--- config.mk ---
export PLATFORM = sky130hd
export DESIGN_NAME = bitmap_scan_clear_and_range_fill_unit
export DESIGN_NICKNAME = d
export VERILOG_FILES = /design/src/sv/bsc_pkg.sv /design/src/sv/bsc_word_eval.sv /design/src/sv/bitmap_scan_clear_and_range_fill_unit.sv
export SDC_FILE = /design/constraint.sdc
export NUM_CORES = 2
export LEC_CHECK = 0
export BUFFER_PORTS_ARGS = -buffer_cell sky130_fd_sc_hd__buf_2
export CAP_MARGIN = 20
export CORE_MARGIN = 3
export CORE_UTILIZATION = 45
export CTS_CLUSTER_DIAMETER = 60
export DETAILED_ROUTE_END_ITERATION = 7
export PLACE_DENSITY = 0.62
export SYNTH_ARGS = -nofsm -noshare
export SYNTH_HDL_FRONTEND = slang
export SYNTH_SLANG_ARGS = --single-unit
--- constraint.sdc ---
create_clock -name clk -period 20.3 [get_ports clk]
set_input_delay 2.03 -clock clk [delete_from_list [all_inputs] [get_ports clk]]
set_output_delay 2.03 -clock clk [all_outputs]
set_load 0.01 [all_outputs]
--- src/sv/bsc_pkg.sv ---
// Shared types and constants for the bitmap scan/clear and range fill unit.
package bsc_pkg;

  localparam int IDX_W  = 11;  // index and start field width (signed)
  localparam int LEN_W  = 11;  // length field width
  localparam int SIZE_W = 11;  // size register width
  localparam int EXT_W  = 12;  // internal index arithmetic, holds start + length

  localparam logic [SIZE_W-1:0] SIZE_RESET = 11'd1024;
  localparam logic [IDX_W-1:0]  IDX_NONE   = 11'h7FF;  // -1

  typedef enum logic [1:0] {
    ACT_SCAN = 2'd0,
    ACT_SET  = 2'd1,
    ACT_CLR  = 2'd2,
    ACT_NONE = 2'd3
  } action_t;

endpackage

--- src/sv/bsc_word_eval.sv ---
// One bitmap word: range mask, lowest set bit search and updated word value.
module bsc_word_eval
  import bsc_pkg::*;
#(
  parameter int WORD_BITS = 64,
  localparam int BP_W = $clog2(WORD_BITS)
) (
  input  action_t                action,
  input  logic [BP_W-1:0]        lo_off,
  input  logic [BP_W-1:0]        hi_off,
  input  logic [WORD_BITS-1:0]   word_in,
  output logic [WORD_BITS-1:0]   word_out,
  output logic                   hit,
  output logic [BP_W-1:0]        hit_pos
);

  logic [WORD_BITS-1:0] mask;
  logic [WORD_BITS-1:0] cand;
  logic [WORD_BITS-1:0] hit_bit;

  // bits lo_off..hi_off inclusive are active in this word
  always_comb begin
    for (int i = 0; i < WORD_BITS; i++) begin
      mask[i] = (BP_W'(i) >= lo_off) && (BP_W'(i) <= hi_off);
    end
  end

  assign cand = word_in & mask;
  assign hit  = |cand;

  // lowest set bit wins
  always_comb begin
    hit_pos = '0;
    for (int i = WORD_BITS - 1; i >= 0; i--) begin
      if (cand[i]) begin
        hit_pos = BP_W'(i);
      end
    end
  end

  assign hit_bit = {{(WORD_BITS-1){1'b0}}, 1'b1} << hit_pos;

  always_comb begin
    unique case (action)
      ACT_SCAN: word_out = hit ? (word_in & ~hit_bit) : word_in;
      ACT_SET:  word_out = word_in | mask;
      ACT_CLR:  word_out = word_in & ~mask;
      default:  word_out = word_in;
    endcase
  end

endmodule

--- src/sv/bitmap_scan_clear_and_range_fill_unit.sv ---
// Top level of the bitmap scan/clear and range fill unit.
//
// The bitmap of NUM_BITS bits lives in one synchronous RAM of NUM_BITS/WORD_BITS
// words (WORD_BITS a power of two) with a registered read. After reset a
// clearing pass writes zero to every word, one word a cycle; requests are held
// off during it, config writes are taken at any time. Each request is worked by
// a read-modify-write walk over the words it touches, one word per cycle, with
// the next word's read overlapped with the current word's update. After
// acceptance a start state decodes the request and issues the first read, the
// walk state updates the words, and a result state hands the result to the
// output register once it is free; a request that touches no word (scan starting
// at or past the size, out-of-range range start, zero length, unused action)
// goes from the start state straight to the result state. The unit then returns
// to idle, so one request is worked at a time. At the defaults a full scan walks
// 16 words. A new request is accepted once the previous result has moved into
// the output register, so a result waiting on out_ready does not block the next
// request. size_in_use above NUM_BITS acts as NUM_BITS; bits at or above the
// size are never found or altered.
module bitmap_scan_clear_and_range_fill_unit
  import bsc_pkg::*;
#(
  parameter int NUM_BITS  = 1024,
  parameter int WORD_BITS = 64
) (
  input  logic                    clk,
  input  logic                    rst_n,
  // config write
  input  logic                    cfg_valid,
  output logic                    cfg_ready,
  input  logic [SIZE_W-1:0]       cfg_size_in_use,
  // request channel
  input  logic                    in_valid,
  output logic                    in_ready,
  input  logic [1:0]              in_action,
  input  logic signed [IDX_W-1:0] in_start_req,
  input  logic [LEN_W-1:0]        in_length,
  // result channel
  output logic                    out_valid,
  input  logic                    out_ready,
  output logic signed [IDX_W-1:0] out_found_index,
  output logic                    out_error
);

  localparam int NUM_WORDS = (NUM_BITS + WORD_BITS - 1) / WORD_BITS;
  localparam int WA_W      = (NUM_WORDS > 1) ? $clog2(NUM_WORDS) : 1;
  localparam int BP_W      = $clog2(WORD_BITS);
  localparam logic [31:0]     NUM_BITS_U = 32'(NUM_BITS);
  localparam logic [WA_W-1:0] LAST_WORD  = WA_W'(NUM_WORDS - 1);

  typedef enum logic [4:0] {
    ST_CLEAR  = 5'b00001,
    ST_IDLE   = 5'b00010,
    ST_START  = 5'b00100,
    ST_WALK   = 5'b01000,
    ST_RESULT = 5'b10000
  } state_t;

  state_t state_r, state_nxt;

  logic [WA_W-1:0]   clr_cnt_r, clr_cnt_nxt;
  logic [SIZE_W-1:0] size_r;

  // request latched at acceptance
  action_t           action_r;
  logic [IDX_W-1:0]  start_r;
  logic [LEN_W-1:0]  len_r;

  // walk bounds: bits lo_r .. hi_r-1
  logic [EXT_W-1:0]  lo_r, lo_nxt;
  logic [EXT_W-1:0]  hi_r, hi_nxt;
  logic [WA_W-1:0]   first_w_r, first_w_nxt;
  logic [WA_W-1:0]   last_w_r, last_w_nxt;
  logic [WA_W-1:0]   cur_w_r, cur_w_nxt;

  logic [IDX_W-1:0]  res_found_r, res_found_nxt;
  logic              res_err_r, res_err_nxt;

  logic              out_valid_r;
  logic [IDX_W-1:0]  out_found_r;
  logic              out_err_r;
  logic              out_free;

  // memory
  logic [WORD_BITS-1:0] mem [NUM_WORDS];
  logic [WORD_BITS-1:0] rd_data_r;
  logic                 rd_en, wr_en;
  logic [WA_W-1:0]      rd_addr, wr_addr;
  logic [WORD_BITS-1:0] wr_data;

  // start-of-request decode
  logic [EXT_W-1:0] eff_size;
  logic             start_neg;
  logic [EXT_W-1:0] start_ext;
  logic [EXT_W-1:0] scan_b0;
  logic [EXT_W-1:0] range_end;
  logic [EXT_W-1:0] range_clip;
  logic             walk_go;
  logic             walk_err;
  logic [EXT_W-1:0] walk_lo;
  logic [EXT_W-1:0] walk_hi;

  // word evaluation
  logic [EXT_W-1:0]     hi_m1;
  logic [BP_W-1:0]      lo_off, hi_off;
  logic [WORD_BITS-1:0] word_out;
  logic                 hit;
  logic [BP_W-1:0]      hit_pos;
  logic [IDX_W-1:0]     found_idx;

  assign cfg_ready = 1'b1;
  assign in_ready  = (state_r == ST_IDLE);
  assign out_free  = !out_valid_r || out_ready;

  assign out_valid       = out_valid_r;
  assign out_found_index = out_found_r;
  assign out_error       = out_err_r;

  // size above the bitmap acts as the whole bitmap
  assign eff_size = (32'(size_r) > NUM_BITS_U) ? EXT_W'(NUM_BITS_U) : EXT_W'(size_r);

  assign start_neg  = start_r[IDX_W-1];
  assign start_ext  = {1'b0, start_r};
  assign scan_b0    = start_neg ? '0 : start_ext + EXT_W'(1);
  assign range_end  = start_ext + EXT_W'(len_r);
  assign range_clip = (range_end > eff_size) ? eff_size : range_end;

  always_comb begin
    walk_go  = 1'b0;
    walk_err = 1'b0;
    walk_lo  = start_ext;
    walk_hi  = range_clip;
    case (action_r)
      ACT_SCAN: begin
        walk_lo = scan_b0;
        walk_hi = eff_size;
        walk_go = (scan_b0 < eff_size);
      end
      ACT_SET, ACT_CLR: begin
        if (start_neg || (start_ext >= eff_size)) begin
          walk_err = 1'b1;
        end else begin
          walk_go = (range_clip > start_ext);
        end
      end
      default: ;
    endcase
  end

  // per-word active bit window
  assign hi_m1  = hi_r - EXT_W'(1);
  assign lo_off = (cur_w_r == first_w_r) ? lo_r[BP_W-1:0] : '0;
  assign hi_off = (cur_w_r == last_w_r) ? hi_m1[BP_W-1:0] : '1;

  bsc_word_eval #(
    .WORD_BITS (WORD_BITS)
  ) u_word_eval (
    .action   (action_r),
    .lo_off   (lo_off),
    .hi_off   (hi_off),
    .word_in  (rd_data_r),
    .word_out (word_out),
    .hit      (hit),
    .hit_pos  (hit_pos)
  );

  assign found_idx = IDX_W'((EXT_W'(cur_w_r) << BP_W) | EXT_W'(hit_pos));

  // control
  always_comb begin
    state_nxt     = state_r;
    clr_cnt_nxt   = clr_cnt_r;
    lo_nxt        = lo_r;
    hi_nxt        = hi_r;
    first_w_nxt   = first_w_r;
    last_w_nxt    = last_w_r;
    cur_w_nxt     = cur_w_r;
    res_found_nxt = res_found_r;
    res_err_nxt   = res_err_r;
    rd_en         = 1'b0;
    rd_addr       = cur_w_r + WA_W'(1);
    wr_en         = 1'b0;
    wr_addr       = cur_w_r;
    wr_data       = word_out;
    unique case (state_r)
      ST_CLEAR: begin
        wr_en   = 1'b1;
        wr_addr = clr_cnt_r;
        wr_data = '0;
        if (clr_cnt_r == LAST_WORD) begin
          state_nxt = ST_IDLE;
        end else begin
          clr_cnt_nxt = clr_cnt_r + WA_W'(1);
        end
      end
      ST_IDLE: begin
        if (in_valid) begin
          state_nxt = ST_START;
        end
      end
      ST_START: begin
        res_found_nxt = IDX_NONE;
        res_err_nxt   = walk_err;
        state_nxt     = ST_RESULT;
        if (walk_go) begin
          lo_nxt      = walk_lo;
          hi_nxt      = walk_hi;
          first_w_nxt = WA_W'(walk_lo >> BP_W);
          last_w_nxt  = WA_W'((walk_hi - EXT_W'(1)) >> BP_W);
          cur_w_nxt   = WA_W'(walk_lo >> BP_W);
          rd_en       = 1'b1;
          rd_addr     = WA_W'(walk_lo >> BP_W);
          state_nxt   = ST_WALK;
        end
      end
      ST_WALK: begin
        if (action_r == ACT_SCAN) begin
          if (hit) begin
            wr_en         = 1'b1;
            res_found_nxt = found_idx;
            state_nxt     = ST_RESULT;
          end else if (cur_w_r == last_w_r) begin
            state_nxt = ST_RESULT;
          end else begin
            rd_en     = 1'b1;
            cur_w_nxt = cur_w_r + WA_W'(1);
          end
        end else begin
          wr_en = 1'b1;
          if (cur_w_r == last_w_r) begin
            state_nxt = ST_RESULT;
          end else begin
            rd_en     = 1'b1;
            cur_w_nxt = cur_w_r + WA_W'(1);
          end
        end
      end
      ST_RESULT: begin
        if (out_free) begin
          state_nxt = ST_IDLE;
        end
      end
      default: state_nxt = ST_IDLE;
    endcase
  end

  // control registers
  always_ff @(posedge clk) begin
    if (!rst_n) begin
      state_r     <= ST_CLEAR;
      clr_cnt_r   <= '0;
      size_r      <= SIZE_RESET;
      out_valid_r <= 1'b0;
    end else begin
      state_r   <= state_nxt;
      clr_cnt_r <= clr_cnt_nxt;
      if (cfg_valid && cfg_ready) begin
        size_r <= cfg_size_in_use;
      end
      if (state_r == ST_RESULT && out_free) begin
        out_valid_r <= 1'b1;
      end else if (out_ready) begin
        out_valid_r <= 1'b0;
      end
    end
  end

  // payload registers
  always_ff @(posedge clk) begin
    if (in_valid && in_ready) begin
      action_r <= action_t'(in_action);
      start_r  <= in_start_req;
      len_r    <= in_length;
    end
    lo_r        <= lo_nxt;
    hi_r        <= hi_nxt;
    first_w_r   <= first_w_nxt;
    last_w_r    <= last_w_nxt;
    cur_w_r     <= cur_w_nxt;
    res_found_r <= res_found_nxt;
    res_err_r   <= res_err_nxt;
    if (state_r == ST_RESULT && out_free) begin
      out_found_r <= res_found_r;
      out_err_r   <= res_err_r;
    end
  end

  // bitmap RAM, registered read
  always_ff @(posedge clk) begin
    if (wr_en) begin
      mem[wr_addr] <= wr_data;
    end
    if (rd_en) begin
      rd_data_r <= mem[rd_addr];
    end
  end

  // checks
  a_no_rw_same_word: assert property (@(posedge clk) disable iff (!rst_n)
    (rd_en && wr_en) |-> (rd_addr != wr_addr))
    else $error("read and write to the same word in one cycle");

  a_walk_in_bounds: assert property (@(posedge clk) disable iff (!rst_n)
    (state_r == ST_WALK) |-> (cur_w_r <= last_w_r))
    else $error("walk past last word");

  a_found_below_size: assert property (@(posedge clk) disable iff (!rst_n)
    (state_r == ST_WALK && action_r == ACT_SCAN && hit) |->
      ({1'b0, found_idx} < hi_r))
    else $error("scan hit at or past the size");

  a_err_no_index: assert property (@(posedge clk) disable iff (!rst_n)
    (out_valid_r && out_err_r) |-> (out_found_r == IDX_NONE))
    else $error("error result carries an index");

  a_result_loaded: assert property (@(posedge clk) disable iff (!rst_n)
    (state_r == ST_RESULT && out_free) |=> (out_valid_r && out_found_r == $past(res_found_r)))
    else $error("result not moved to output register");

endmodule
==> impl_metrics.py <==
metrics = {
    "die": {
        "die-area_um2": 121000,
        "die_w_um": 348,
        "core_region_area_um2": 115000,
        "start_util_pct": 45.8,
        "ioPinCount": 55,
        "die_y_um": 348,
        "num_rows": 124,
    },
    "setup_path": {
        "cpLargestDelayFamily": "compound AO/OA/AOI/OAI gates",
        "critPathKind": "flop to flop",
        "critPathBufInv": 6,
        "worstSetupStartpointType": "flop",
        "slowest_delay_ns": 0.88,
        "crit_start": "start_r[1]",
        "r2r-end": "rd_data_r[38]",
        "crit_path_end": "rd_data_r[38]",
        "cp_slowest_cell": "buf_4",
        "cp.required_ns": 20.79,
        "r2r_start": "start_r[1]",
        "crit_top_cell": "o21a_1",
        "r2r_cells": 31,
        "path_depth": 31,
        "critPathArrivalTime_ns": 11.38,
        "worst-path-max-fanout": 137,
        "worst-r2r-setup-slack_ns": 9.41,
        "crit_path_end_kind": "flop",
    },
    "clock_network": {
        "ctsHoldBuffers": 0,
        "htreeDepth": 4,
        "clock_path_buffers": 3,
        "cts_setup_buffers": 0,
        "clock_tree.root_cell": "clkbuf_16",
        "cts-resized-gates": 0,
        "cts_sinks": 1181,
        "cts_tree": "yes",
        "clk_latency_ns": 0.77,
        "numCtsBuffers": 130,
        "cts.clk_slew.worst_paths_ns": 0.06,
    },
    "logic_synthesis": {
        "synth_seq_area_share_pct": 66.8,
        "synth_compound_area_share_pct": 12.0,
        "yosys.area_share.adder_pct": 1.51,
        "ys_seq_elements": 1181,
        "avgSynthCellArea_um2": 14.3,
        "synth_edf_count": 1160,
        "synth_xor_area_share_pct": 0.721,
        "synth_nets": 3791,
        "syn_area_um2": 52700,
        "synth_ff_type": "edfxtp_1",
        "ys_types": 101,
        "synthSimpleGateAreaFrac_pct": 6.42,
        "synthMuxAreaShare_pct": 10.2,
        "ys_warn_count": 0,
        "synth_top_family_by_area": "compound AO/OA/AOI/OAI gates",
        "synthCells": 3688,
        "ys_async_sr_fraction_pct": 0,
    },
    "timing": {
        "slew_headroom_pct": 26.4,
        "worstMarginPinSlew_ns": 1.10,
        "fin_crit_sh_pct": 53.6,
        "fmax_mhz": 91.9,
        "slew_viol_final": 0,
        "fin_crit_ns": 10.89,
        "rsz0062_at_grt": "no",
        "setup_viol": 0,
        "final_hold_viol_count": 0,
        "fin_worst_skew_ns": 0.0517,
        "final.setup.tns_ns": 0,
    },
    "cells_and_area": {
        "area_delta_synth_final_pct": 12.5,
        "diodes": 0,
        "nNetsFinal": 3865,
        "fillers": 9531,
        "multi_input_area_um2": 16500,
        "drive_gt1_share_pct": 12.2,
        "final_common_cell": "edfxtp_1",
        "final_cell_mix": "1,160 x edfxtp_1, 525 x mux2i_1, 262 x o22ai_1, 145 x nor2_1, 139 x a21oi_1",
        "instances_no_fill": 5380,
        "regArea_um2": 35300,
    },
    "route": {
        "ant_nets": 0,
        "drtIter0Drc": 4035,
        "routed_wl_um": 160000,
        "dr.pass1.iters": 6,
        "vias_per_cell": 6.39,
        "wl_per_cell_um": 29.7,
        "vias": 34360,
        "drc": 0,
    },
    "power": {
        "leakagePower_nw": 19.9,
        "seqPwrFrac_pct": 52.8,
        "power_switching_share_pct": 22.5,
        "p_clk_share_pct": 41.8,
        "power_frac_comb_pct": 5.4,
        "p_sw_mw": 1.22,
        "ir_drop_uv": 67.3,
        "power_density_nw_per_um2": 91.2,
        "p_int_mw": 4.20,
    },
    "global_routing": {
        "grt.overflow.total": 0,
        "antenna_found_initial": 1,
        "grt_start_max_net_pins": 138,
        "gr-usage-all-layers_pct": 26.0,
        "grt_pass1_wl_um": 230000,
        "grt_pass1_vias": 32492,
    },
    "place": {
        "dp_hpwl_um": 95200,
        "gp_congestion": 1.03,
        "io_buffers": 53,
        "dp.cells": 5135,
    },
    "min_path": {
        "min_from": "res_found_r[10]",
        "worstHoldPathType": "flop to flop",
    },
    "job": {
        "max-cap-violations": 0,
    },
    "run_status": {
        "status": "finished clean",
    },
}
how the worst min path moves through the flow:
stage	to	slack, ns	cells past startpoint
after detailed placement	out_found_index[10]	0.40	0
after global routing	out_found_index[9]	0.42	0
final	out_found_index[10]	0.42	0
after floorplan	out_error	0.40	0
after CTS	out_found_index[6]	0.41	0
after global placement	out_found_index[6]	0.40	0
sequential cells by signal, summed over array words and instances (netlist names), 5 cells and up:
signal,cells
len_r,11
lo_r,6
start_r,11
rd_data_r,64
state_r,5
out_found_index,11
mem,1024
hi_r,6
res_found_r,11
size_r,11
synth_stat cells (21+ instances only):
cell / instances / share of area [%]
o22ai_1: 262 / 3.1
a21o_1: 24 / 0.34
buf_1: 39 / 0.28
o21a_1: 32 / 0.46
a21oi_1: 141 / 1.3
o211ai_1: 33 / 0.47
o21ai_0: 129 / 1.2
ha_1: 62 / 1.5
xnor2_1: 30 / 0.50
clkbuf_1: 164 / 1.2
nor3_1: 50 / 0.47
buf_2: 21 / 0.20
edfxtp_1: 1160 / 66
a31oi_1: 26 / 0.31
a211oi_1: 26 / 0.37
dfxtp_1: 21 / 0.80
nand3_1: 48 / 0.46
inv_1: 73 / 0.52
or4_1: 67 / 0.95
nand2_1: 115 / 0.82
mux2i_1: 526 / 10
nor2_1: 162 / 1.2
nor2b_1: 37 / 0.44
power groups by stage:
stage | Combinational, mW | Sequential, mW | Clock [mW]
6_report | 0.290 | 2.86 | 2.26
5_1_grt | 0.310 | 2.87 | 2.41
4_1_cts | 0.289 | 2.86 | 2.30
3_5_place_dp | 0.288 | 2.91 | 0
3_3_place_gp | 0.281 | 2.91 | 0
2_1_floorplan | 0.152 | 2.91 | 0
area by class of cell:
cell class              count  share of cell area [%]
inverters                  79                   0.500
repair buffers            172                    2.06
flip-flops and latches   1181                    59.4
well taps                1512                    3.19
multi-input cells        2198                    27.9
clock buffers             163                    5.78
clock inverters            75                    1.21
cells by family after synthesis:
logic type | after synthesis
mux | 537
buf+inv | 309
fa+ha+maj | 63
compound gates | 922
simple gates | 635
xor+xnor | 40
other cells | 1
flops | 1181
layer usage:
layer	track usage (%)	vias to the layer above	routed length [um]
met5	0	-	11
met4	9.59	2	5600
met3	4.68	320	13800
met2	40.5	1697	73100
met1	36.6	17391	67500
li1	-	14950	-
stage by stage:
step | hold WS (ns) | instance area [um2] | total power [mW] | setup WS, ns | util [%]
floorplan | 0.400 | 52700 | 3.07 | 12.45 | -
global placement | 0.402 | 55100 | 3.19 | 9.74 | 47.8
detailed placement | 0.405 | 55100 | 3.20 | 9.44 | 47.8
CTS | 0.414 | 59300 | 5.45 | 9.42 | 51.4
global route | 0.421 | 59300 | 5.58 | 8.82 | 51.5
finish | 0.417 | 59300 | 5.41 | 9.41 | 51.5
worst register-to-register path: cells and delay by family (launching register included):
| kind | cells | cell delay, ns |
|---|---|---|
| multiplexers | 2 | 0.51 |
| XOR/XNOR | 1 | 0.39 |
| AND/OR/NAND/NOR | 5 | 1.33 |
| buffers and inverters | 6 | 3.63 |
| adder cells (fa/ha/maj) | 3 | 0.87 |
| flip-flops | 1 | 0.51 |
| AO/OA/AOI/OAI | 14 | 3.40 |
No activity file was read; power rests on OpenSTA's default activity.
